--- config.mk ---
export PLATFORM = sky130hd
export DESIGN_NAME = nec_ir_frame_encoder
export DESIGN_NICKNAME = d
export VERILOG_FILES = /design/src/nir_pkg.sv /design/src/nec_ir_frame_encoder.sv /design/src/nir_front.sv /design/src/nir_back.sv
export SDC_FILE = /design/constraint.sdc
export NUM_CORES = 1
export LEC_CHECK = 0
export ABC_AREA = 1
export BUFFER_PORTS_ARGS = -buffer_cell sky130_fd_sc_hd__buf_2
export CORE_MARGIN = 3
export CORE_UTILIZATION = 50
export CTS_CLUSTER_DIAMETER = 200
export DETAILED_ROUTE_END_ITERATION = 10
export GPL_TIMING_DRIVEN = 0
export PLACE_DENSITY = 0.7
export SLEW_MARGIN = 20
export SYNTH_ARGS = -nofsm -noshare
export SYNTH_HDL_FRONTEND = slang
export SYNTH_SLANG_ARGS = --single-unit
--- constraint.sdc ---
create_clock -name clock -period 8.55 [get_ports clock]
set_input_delay 1.2825 -clock clock [delete_from_list [all_inputs] [get_ports clock]]
set_output_delay 1.2825 -clock clock [all_outputs]
set_load 0.01 [all_outputs]
--- src/nir_pkg.sv ---
// shared types and constants of the nec ir frame encoder
package nir_pkg;

   localparam int DUR_W     = 16;
   localparam int BYTE_W    = 8;
   localparam int CSR_IDX_W = 3;
   localparam int SEG_CNT_W = 6;

   // request codes
   localparam logic OP_FRAME  = 1'b0;
   localparam logic OP_REPEAT = 1'b1;

   // register indexes
   localparam logic [CSR_IDX_W-1:0] CSR_HEADER_MARK   = 3'd0;
   localparam logic [CSR_IDX_W-1:0] CSR_HEADER_SPACE  = 3'd1;
   localparam logic [CSR_IDX_W-1:0] CSR_SHORT         = 3'd2;
   localparam logic [CSR_IDX_W-1:0] CSR_LONG          = 3'd3;
   localparam logic [CSR_IDX_W-1:0] CSR_ADDRESS       = 3'd4;
   localparam logic [CSR_IDX_W-1:0] CSR_ADDRESS_CHECK = 3'd5;

   // register reset values
   localparam logic [DUR_W-1:0]  RST_HEADER_MARK   = 16'd1630;
   localparam logic [DUR_W-1:0]  RST_HEADER_SPACE  = 16'd818;
   localparam logic [DUR_W-1:0]  RST_SHORT         = 16'd102;
   localparam logic [DUR_W-1:0]  RST_LONG          = 16'd280;
   localparam logic [BYTE_W-1:0] RST_ADDRESS       = 8'h01;
   localparam logic [BYTE_W-1:0] RST_ADDRESS_CHECK = 8'hFE;

   // index of the last segment of each request, header at index 0
   localparam logic [SEG_CNT_W-1:0] FRAME_LAST_SEG  = 6'd33;
   localparam logic [SEG_CNT_W-1:0] REPEAT_LAST_SEG = 6'd1;

   // byte slots of a full frame
   localparam logic [1:0] SLOT_ADDRESS       = 2'd0;
   localparam logic [1:0] SLOT_ADDRESS_CHECK = 2'd1;
   localparam logic [1:0] SLOT_COMMAND       = 2'd2;
   localparam logic [1:0] SLOT_COMMAND_INV   = 2'd3;

   typedef struct packed {
      logic [DUR_W-1:0]  header_mark_len;
      logic [DUR_W-1:0]  header_space_len;
      logic [DUR_W-1:0]  short_len;
      logic [DUR_W-1:0]  long_len;
      logic [BYTE_W-1:0] address_byte;
      logic [BYTE_W-1:0] address_check_byte;
   } cfg_type;

   typedef struct packed {
      logic              is_repeat;
      logic [BYTE_W-1:0] command;
   } req_entry_type;

   typedef struct packed {
      logic          valid;
      req_entry_type entry;
   } queue_head_type;

endpackage

--- src/nec_ir_frame_encoder.sv ---
// top level of the nec ir frame encoder: register file, intake queue and sequencer
//
// Each request turns into mark/space segment pairs in delay units: a full frame
// (op 0) gives 34 pairs (header, address, address check, command, inverted
// command, each byte lsb first, then a stop pair), a repeat code (op 1) gives 2
// pairs. The final pair of a request has rsp_last set. The sequencer produces one
// pair per cycle while rsp_pop keeps taking results, and consecutive requests
// follow with no gap. A request queue of QUEUE_DEPTH entries in front of the
// sequencer lets new requests be taken while one is still being sent; a single
// result register holds each pair until rsp_pop takes it, and the sequencer
// stalls while a pair waits there. The six timing and address registers are
// written over the csr port, always ready; writes to unused indexes are dropped.
// Registers must only be changed while no request is in flight.
module nec_ir_frame_encoder #(
   parameter int QUEUE_DEPTH = 2
) (
   input  logic                            clock,
   input  logic                            reset,
   // request transfer
   input  logic                            req_push,
   output logic                            req_full,
   input  logic                            req_op,
   input  logic [nir_pkg::BYTE_W-1:0]      req_command,
   // segment transfer
   output logic                            rsp_empty,
   input  logic                            rsp_pop,
   output logic [nir_pkg::DUR_W-1:0]       rsp_mark_len,
   output logic [nir_pkg::DUR_W-1:0]       rsp_space_len,
   output logic                            rsp_last,
   // register writes
   input  logic                            csr_valid,
   output logic                            csr_ready,
   input  logic [nir_pkg::CSR_IDX_W-1:0]   csr_index,
   input  logic [nir_pkg::DUR_W-1:0]       csr_data
);
   import nir_pkg::*;

   cfg_type        cfg_ff, cfg_in;
   queue_head_type head;
   logic           head_pop;
   logic           csr_write;

   // register file never stalls a write
   assign csr_ready = 1'b1;
   assign csr_write = csr_valid && csr_ready;

   always_comb begin
      cfg_in = cfg_ff;
      if (csr_write) begin
         unique case (csr_index)
            CSR_HEADER_MARK:   cfg_in.header_mark_len    = csr_data;
            CSR_HEADER_SPACE:  cfg_in.header_space_len   = csr_data;
            CSR_SHORT:         cfg_in.short_len          = csr_data;
            CSR_LONG:          cfg_in.long_len           = csr_data;
            CSR_ADDRESS:       cfg_in.address_byte       = csr_data[BYTE_W-1:0];
            CSR_ADDRESS_CHECK: cfg_in.address_check_byte = csr_data[BYTE_W-1:0];
            default:           cfg_in = cfg_ff;   // unused index, write dropped
         endcase
      end
   end

   always_ff @(posedge clock) begin
      if (reset) begin
         cfg_ff.header_mark_len    <= RST_HEADER_MARK;
         cfg_ff.header_space_len   <= RST_HEADER_SPACE;
         cfg_ff.short_len          <= RST_SHORT;
         cfg_ff.long_len           <= RST_LONG;
         cfg_ff.address_byte       <= RST_ADDRESS;
         cfg_ff.address_check_byte <= RST_ADDRESS_CHECK;
      end else begin
         cfg_ff <= cfg_in;
      end
   end

   // intake: classify and queue requests
   nir_front #(
      .DEPTH(QUEUE_DEPTH)
   ) u_front (
      .clock       (clock),
      .reset       (reset),
      .req_push    (req_push),
      .req_full    (req_full),
      .req_op      (req_op),
      .req_command (req_command),
      .head_pop    (head_pop),
      .head        (head)
   );

   // sequencer: one segment pair per cycle into the result register while it is free or being popped
   nir_back u_back (
      .clock         (clock),
      .reset         (reset),
      .cfg           (cfg_ff),
      .head          (head),
      .head_pop      (head_pop),
      .rsp_empty     (rsp_empty),
      .rsp_pop       (rsp_pop),
      .rsp_mark_len  (rsp_mark_len),
      .rsp_space_len (rsp_space_len),
      .rsp_last      (rsp_last)
   );

endmodule

--- src/nir_front.sv ---
// request intake: classifies requests and queues them for the sequencer
module nir_front #(
   parameter int DEPTH = 2
) (
   input  logic                         clock,
   input  logic                         reset,
   input  logic                         req_push,
   output logic                         req_full,
   input  logic                         req_op,
   input  logic [nir_pkg::BYTE_W-1:0]   req_command,
   input  logic                         head_pop,
   output nir_pkg::queue_head_type      head
);
   import nir_pkg::*;

   localparam int PTR_W = (DEPTH > 1) ? $clog2(DEPTH) : 1;
   localparam int CNT_W = $clog2(DEPTH + 1);

   req_entry_type    entry_ff [DEPTH];
   logic [PTR_W-1:0] wr_ptr_ff, wr_ptr_in;
   logic [PTR_W-1:0] rd_ptr_ff, rd_ptr_in;
   logic [CNT_W-1:0] count_ff, count_in;
   logic             do_push, do_pop;
   req_entry_type    new_entry;

   assign req_full = (count_ff == CNT_W'(DEPTH));
   assign do_push  = req_push && !req_full;
   assign do_pop   = head_pop && (count_ff != '0);

   always_comb begin
      new_entry.is_repeat = (req_op == OP_REPEAT);
      new_entry.command   = req_command;
   end

   always_comb begin
      wr_ptr_in = wr_ptr_ff;
      rd_ptr_in = rd_ptr_ff;
      count_in  = count_ff;
      if (do_push) begin
         wr_ptr_in = (wr_ptr_ff == PTR_W'(DEPTH - 1)) ? '0 : wr_ptr_ff + 1'b1;
      end
      if (do_pop) begin
         rd_ptr_in = (rd_ptr_ff == PTR_W'(DEPTH - 1)) ? '0 : rd_ptr_ff + 1'b1;
      end
      if (do_push && !do_pop) begin
         count_in = count_ff + 1'b1;
      end else if (do_pop && !do_push) begin
         count_in = count_ff - 1'b1;
      end
   end

   always_ff @(posedge clock) begin
      if (reset) begin
         wr_ptr_ff <= '0;
         rd_ptr_ff <= '0;
         count_ff  <= '0;
      end else begin
         wr_ptr_ff <= wr_ptr_in;
         rd_ptr_ff <= rd_ptr_in;
         count_ff  <= count_in;
      end
   end

   always_ff @(posedge clock) begin
      if (do_push) begin
         entry_ff[wr_ptr_ff] <= new_entry;
      end
   end

   always_comb begin
      head.valid = (count_ff != '0);
      head.entry = entry_ff[rd_ptr_ff];
   end

endmodule

--- src/nir_back.sv ---
// segment sequencer with registered result stage
module nir_back (
   input  logic                         clock,
   input  logic                         reset,
   input  nir_pkg::cfg_type             cfg,
   input  nir_pkg::queue_head_type      head,
   output logic                         head_pop,
   output logic                         rsp_empty,
   input  logic                         rsp_pop,
   output logic [nir_pkg::DUR_W-1:0]    rsp_mark_len,
   output logic [nir_pkg::DUR_W-1:0]    rsp_space_len,
   output logic                         rsp_last
);
   import nir_pkg::*;

   logic [SEG_CNT_W-1:0] seg_cnt_ff, seg_cnt_in;
   logic                 out_valid_ff;
   logic [DUR_W-1:0]     mark_ff, mark_in;
   logic [DUR_W-1:0]     space_ff, space_in;
   logic                 last_ff, last_in;
   logic                 advance, load;
   logic [SEG_CNT_W-2:0] bit_pos;
   logic [BYTE_W-1:0]    cur_byte;
   logic                 cur_bit;

   assign advance = !out_valid_ff || rsp_pop;
   assign load    = advance && head.valid;

   // data bit pairs sit at segments 1 to 32
   assign bit_pos = (SEG_CNT_W-1)'(seg_cnt_ff - 1'b1);

   always_comb begin
      unique case (bit_pos[4:3])
         SLOT_ADDRESS:       cur_byte = cfg.address_byte;
         SLOT_ADDRESS_CHECK: cur_byte = cfg.address_check_byte;
         SLOT_COMMAND:       cur_byte = head.entry.command;
         SLOT_COMMAND_INV:   cur_byte = ~head.entry.command;
         default:            cur_byte = head.entry.command;
      endcase
      cur_bit = cur_byte[bit_pos[2:0]];
   end

   always_comb begin
      mark_in  = cfg.short_len;
      space_in = cur_bit ? cfg.long_len : cfg.short_len;
      last_in  = 1'b0;
      if (seg_cnt_ff == '0) begin
         mark_in  = cfg.header_mark_len;
         space_in = head.entry.is_repeat ? cfg.long_len : cfg.header_space_len;
      end else if (head.entry.is_repeat) begin
         // repeat code tail: short mark, line left idle high
         space_in = '0;
         last_in  = 1'b1;
      end else if (seg_cnt_ff == FRAME_LAST_SEG) begin
         // stop pair
         space_in = cfg.short_len;
         last_in  = 1'b1;
      end
   end

   assign head_pop   = load && last_in;
   assign seg_cnt_in = head_pop ? '0 : seg_cnt_ff + 1'b1;

   always_ff @(posedge clock) begin
      if (reset) begin
         seg_cnt_ff   <= '0;
         out_valid_ff <= 1'b0;
      end else begin
         if (load) begin
            seg_cnt_ff <= seg_cnt_in;
         end
         if (advance) begin
            out_valid_ff <= head.valid;
         end
      end
   end

   always_ff @(posedge clock) begin
      if (load) begin
         mark_ff  <= mark_in;
         space_ff <= space_in;
         last_ff  <= last_in;
      end
   end

   assign rsp_empty     = !out_valid_ff;
   assign rsp_mark_len  = mark_ff;
   assign rsp_space_len = space_ff;
   assign rsp_last      = last_ff;

endmodule

# Word-level counts from Yosys, hierarchy flattened
# Memories as Yosys holds them, arrays and structs flattened. A register that Yosys moved wholly into a read port is not among the register bits.
# Cells that the tools add are included.
# Widths: inputs -> output; s select.
word_totals:
  input_bits: 33
  wordCells: 76
  n_memories: 1
  ramBits: 18
  register_bits: 124
mem_list:
  columns: ["name", "depth", "width", "rd", "rd_clocked_by_memory_dff", "write_ports", "line", "text"]
  rows:
  - ["u_front.entry_ff", 2, 9, 1, 1, 1, "nir_front.sv:19", "req_entry_type entry_ff [DEPTH];"]
op_classes:
  magnitude_cmp: 1
  n_reduce_logical: 22
  eq_ne: 10
  n_bitwise: 1
  muxes: 21
  n_addsub: 6
op_table:
  columns: ["op", "n"]
  rows:
  - ["$mux 16", 6]
  - ["$pmux 8 s4", 1]
  - ["$reduce_and 2->1", 6]
  - ["$mux 1", 10]
  - ["$not 8->8", 1]
  - ["$add 6x1->6 const B", 1]
  - ["$eq 2x2->1 const B", 3]
  - ["$eq 3x2->1 const B", 2]
  - ["$eq 3x3->1 const B", 2]
  - ["$eq 6x6->1 const B", 1]
  - ["$logic_and 1x1->1", 6]
  - ["$logic_not 6->1", 1]
  - ["$mux 6", 1]
  - ["$sub 5x1->5 const B", 1]
  - ["$logic_not 1->1", 4]
  - ["$lt 3x4->1 const B", 1]
  - ["$mux 2", 2]
  - ["$reduce_bool 2->1", 2]
  - ["$bmux 1 s3", 1]
  - ["$eq 3x1->1 const B", 1]
  - ["$logic_not 3->1", 1]
  - ["$add 1x1->1 const B", 2]
  - ["$add 2x1->2 const B", 1]
  - ["$eq 2x1->1 const B", 1]
  - ["other kinds (3)", 3]

# Longest topological paths before layout
logic_depth:
  ltp_word: 9
  ltp_mapped: 21

# By module
# Synthesis repeated with hierarchy kept, for this count alone.
unflattened:
  hier_cells: 894
  hier_area_um2: 6820.3
modules_own_cells:
  columns: ["module", "area_each_um2", "cells_each", "n_inst", "seq_area_each_um2"]
  rows:
  - ["nec_ir_frame_encoder", 3126.7, 440, 1, 1601.5]
  - ["nir_back", 2797.7, 389, 1, 1131.1]
  - ["nir_front", 895.9, 65, 1, 640.6]

# Worst setup path after synthesis
# No wires, ideal clock.
synth_timing:
  path_kind: "in2reg"
  from: "in rsp_pop"
  to: "reg u_front.count_ff[1]"
  path_stages: 8
  slack_ps: 4058
  arrival_ps: 4370
  t_required_ps: 8428
  setup_ps: 122
  cell_sequence: "nor2_1 a21oi_1 nand2_1 ha_1 a21oi_1 o21ai_0 o21ai_0 a21oi_1"
synth_between:
  elab_chain_len: 7
synth_lines:
  columns: ["element", "line", "text"]
  rows:
  - ["from (decl)", "nec_ir_frame_encoder.sv:26", "input logic rsp_pop,"]
  - ["$logic_or 1x1->1 (*)", "nir_back.sv:26", "assign advance = !out_valid_ff || rsp_pop;"]
  - ["$logic_and 1x1->1 (*)", "nir_back.sv:27", "assign load = advance && head.valid;"]
  - ["net u_back.load", "nir_back.sv:21", "logic advance, load;"]
  - ["$logic_and 1x1->1 (*)", "nir_back.sv:61", "assign head_pop = load && last_in;"]
  - ["$logic_and 1x1->1 (*)", "nir_front.sv:28", "assign do_pop = head_pop && (count_ff != '0);"]
  - ["$logic_not 1->1", "nir_front.sv:45", "if (do_push && !do_pop) begin"]
  - ["$logic_and 1x1->1", "nir_front.sv:45", null]
  - ["$mux 2 / $reduce_bool 2->1 (equally long branches)", null, null]
  - ["to (signal assigned)", "nir_front.sv:60", "count_ff <= count_in;"]
  - ["to (decl)", "nir_front.sv:22", "logic [CNT_W-1:0] count_ff, count_in;"]
# Mark *: on every way through the listed nets, which the timed path passes. The rest lies on a longest branch.
# A chain may end at the register's enable or synchronous reset.

# Worst setup path in the final report
layout_timing:
  from: "reg u_back.seg_cnt_ff[0]"
  to: "reg u_front.count_ff[1]"
layout_between:
  elab_chain_len: 9
layout_lines:
  columns: ["element", "line", "text"]
  rows:
  - ["from (decl)", "nir_back.sv:16", "logic [SEG_CNT_W-1:0] seg_cnt_ff, seg_cnt_in;"]
  - ["from (signal assigned)", "nir_back.sv:70", "seg_cnt_ff <= seg_cnt_in;"]
  - ["$eq 6x6->1", "nir_back.sv:54", "end else if (seg_cnt_ff == FRAME_LAST_SEG) begin"]
  - ["$mux 1", "nir_back.sv:54", null]
  - ["$mux 1", "nir_back.sv:50", "end else if (head.entry.is_repeat) begin"]
  - ["$mux 1 (*)", "nir_back.sv:47", "if (seg_cnt_ff == '0) begin"]
  - ["net u_back.last_in", "nir_back.sv:20", "logic last_ff, last_in;"]
  - ["$logic_and 1x1->1 (*)", "nir_back.sv:61", null]
  - ["$logic_and 1x1->1 (*)", "nir_front.sv:28", null]
  - ["$logic_not 1->1", "nir_front.sv:45", null]
  - ["$logic_and 1x1->1", "nir_front.sv:45", null]
  - ["$mux 2 / $reduce_bool 2->1 (equally long branches)", null, null]
# Marked as above.

==> qor.csv <==
stage,metric,value,unit
logic_synthesis,largest area contributor in the netlist,dfxtp_1,
cts,clk root buf,clkbuf_16,
global_routing,GRT overflow,0,
cts,clock buffer depth,2,
logic_synthesis,ys async rst share,0,
worst_setup_path,"delay-heaviest family, CP",compound AO/OA/AOI/OAI gates,
logic_synthesis,cell area after synthesis,0.00633,mm²
place,I/O Buffers,66,
worst_setup_path,flop-to-flop setup slack,5720,ps
finish,fill count,1100,
logic_synthesis,Post-Synth Adder-Cell Area,0.00988,
global_routing,overall routing resource usage,0.226,
logic_synthesis,Cells after Synth,768,
place,dpl cells,1003,
finish,ant diodes,0,
cts,worst skew pair latency,430,ps
finish,Finished Cell Area,0.00747,mm²
timing,FMAX,354,MHz
worst_setup_path,Crit path largest cell delay,390,ps
floorplanning,die height,119,µm
logic_synthesis,mux cell area share after synthesis,0.00316,
worst_setup_path,CP Capture Type,register,
pwr,P_leak,3.27,nW
logic_synthesis,share of the synthesized area in the top cell type,0.291,
logic_synthesis,post-synth net total,806,
pwr,Total Power,2.71,mW
cts,Num CTS Buffers,17,
global_routing,first-pass GRT wire length,25200,µm
place,Placement Cell Area,0.00691,mm²
logic_synthesis,Synth Area in Simple Gates,0.249,
timing,worst relative slew slack,0.473,
finish,layout cells sized above 1,0.156,
floorplanning,# IOs,69,
logic_synthesis,sequential-to-total area share from yosys stat,0.533,
finish,register area,0.00337,mm²
floorplanning,FP Rows,40,
logic_synthesis,library cells used by synthesis,34,
worst_setup_path,Startpoint Class,register,
timing,crit path time final,2830,ps
logic_synthesis,post-synthesis compound-gate area fraction,0.119,
timing,final hold viol count,0,
logic_synthesis,top_reg_cell synth,dfxtp_1,
finish,Non-Filler Instances,1035,
floorplanning,core area,0.0122,mm²
routing,"antenna viol nets, final",0,
routing,wire per inst,15.0,µm
worst_setup_path,Worst path depth,13,
worst_setup_path,CP dominant cell by count,a21oi_1,
place,pre-CTS setup slack,5420,ps
worst_setup_path,Setup crit end,u_front.count_ff[1],
finish,Area growth syn-to-layout,18.0,%
logic_synthesis,largest family of logic cells by synthesized area,simple AND/OR/NAND/NOR gates,
floorplanning,Die W,119,µm
timing,RSZ-0062 raised after global routing,false,
logic_synthesis,Synth warnings,0,
logic_synthesis,Synth area leaders,"dfxtp_1 (29%), edfxtp_1 (24%), nand2_1 (9.2%), o21ai_0 (7.7%), nand3_1 (4.9%)",
timing,Final setup viols,0,
finish,Final Core Density,0.612,
logic_synthesis,average size of a mapped cell,8.25,µm²
timing,hold_ws,461,ps
global_routing,largest net degree at the start of global routing,26,
worst_setup_path,Buf/Inv on CP,4,
timing,period utilisation layout,0.331,
floorplanning,die area,0.0141,mm²
worst_setup_path,CP required,8850,ps
finish,nets,892,
cts,clock edge transition at the registers on the reported setup and hold paths,60,ps
global_routing,initial antenna violation count,0,
routing,DR vias/cell,5.21,
timing,worst setup margin,5720,ps
timing,Setup TNS,0,ps
worst_setup_path,critical path arrival,3130,ps
routing,final WL,15500,µm
worst_setup_path,Critical path origin,u_back.seg_cnt_ff[0],
global_routing,number of global-route vias before repair,5201,
routing,Pre-antenna DRT Iters,6,
place,Final Wtd Congestion,0.879,
timing,max-slew violation count,0,
cts,setup repair bufs after CTS,0,
worst_setup_path,crit-path max FO,11,
logic_synthesis,Post-synth EDFFs,51,
flow_run,max-cap violations,0,
timing,Worst Clk Skew,11.7,ps
place,Final HPWL DP,11200,µm
logic_synthesis,XOR/XNOR Fraction of Synth Area,0.00830,
min_path,worst hold path class,register to register,
worst_setup_path,r2r endpoint,u_front.count_ff[1],
logic_synthesis,most frequent cell after synthesis,nand2_1,
worst_setup_path,cells on worst reg2reg path,13,
worst_setup_path,RR Startpoint,u_back.seg_cnt_ff[0],
routing,Remaining DRCs,0,
routing,initial DRC count,439,
worst_setup_path,"Worst Path Class, Setup",register to register,
floorplanning,Initial Utilization,0.519,
cts,post-cts resize count,0,
cts,CTS tree,done,
cts,clk sink count,143,
timing,Slew @ Worst Pin,788,ps
run_status,outcome,"complete, no violations",
worst_setup_path,slowest CP cell,ha_1,
cts,CTS Hold Bufs,0,
worst_setup_path,crit path cell chain,buf_6 -> inv_2 -> buf_6 -> ha_1 -> nand4_1 -> inv_1 -> a21oi_1 -> nand2_1 -> ha_1 -> a21oi_1 -> o21ai_0 -> o21ai_0 -> a21oi_1,
routing,total vias in the final route,5392,
pwr,Max VDD drop,0.197,mV
finish,area of the multi-input gates,0.00248,mm²
logic_synthesis,Synth top cells by count,"nand2_1 (155), o21ai_0 (97), dfxtp_1 (92)",
logic_synthesis,number of synthesized register bits,143,
cts,CTS H-Tree Depth,4,
pwr,power per cell area,363,mW/mm²
worst min-delay path: stages, from the launching register on:
cell and delay, ps:
dfxtp_1 330, nand2_1 50, nand3_1 50
flip-flops by register name (all words and copies together), names as in the netlist, named ones only:
signal	flops
u_front.count_ff	2
u_back.rsp_space_len	16
u_front.entry_ff	18
u_front.wr_ptr_ff	1
cfg_ff	80
u_back.rsp_last	1
u_back.rsp_mark_len	16
u_back.out_valid_ff	1
u_back.seg_cnt_ff	6
u_front.rd_ptr_ff	1
power by group:
part	internal (mW)	switching (mW)	leakage, nW
Clock	0.442	0.265	0.271
Sequential	0.872	0.0311	1.23
Combinational	0.387	0.715	1.76
cell families after synthesis:
logic type / count (synthesis)
muxes: 2
AOI/OAI and AO/OA: 148
buffers and inverters: 117
DFF: 143
other: 1
adders and majority gates: 5
and+or+nand+nor: 346
xor gates and xnor gates: 6
cell usage in the layout, fill, tap and decap left out, drive strengths merged, types with 2 or more instances in the layout:
| cell type | n |
|---|---|
| o211ai | 5 |
| buf | 78 |
| nand3 | 65 |
| inv | 80 |
| edfxtp | 51 |
| or2 | 4 |
| nor2 | 75 |
| mux2i | 2 |
| bufinv | 2 |
| o21ai | 103 |
| ha | 5 |
| clkinv | 3 |
| a21oi | 39 |
| nand2 | 173 |
| clkbuf | 52 |
| nand4 | 18 |
| nand3b | 8 |
| xor2 | 5 |
| dfxtp | 92 |
layer usage:
layer,share of wire,track usage,wire [µm],up-vias
li1,-,-,-,2707
met1,0.42,0.273,6560,2456
met2,0.48,0.383,7430,196
met3,0.074,0.0632,1150,33
met4,0.025,0.0891,387,0
met5,0,0,0,-
worst min path at each step:
stage | depth (start not counted) | slack [ps] | from | end
after floorplan | 2 | 430 | cfg_ff[49] | cfg_ff[49]
after global placement | 2 | 440 | cfg_ff[57] | cfg_ff[57]
after detailed placement | 2 | 450 | cfg_ff[66] | cfg_ff[66]
after CTS | 2 | 460 | cfg_ff[66] | cfg_ff[66]
after global routing | 2 | 490 | cfg_ff[65] | cfg_ff[65]
final | 2 | 460 | cfg_ff[65] | cfg_ff[65]
cell type report:
cell class                      instances  share of cell area
Timing Repair Buffer                   67              0.0479
Multi-Input combinational cell        508               0.332
Sequential cell                       143               0.451
Clock inverter                          7              0.0116
Clock buffer                           25              0.0636
Tap cell                              168              0.0281
Buffer                                 38              0.0260
Inverter                               79              0.0397
(Power assumes the default switching activity.)
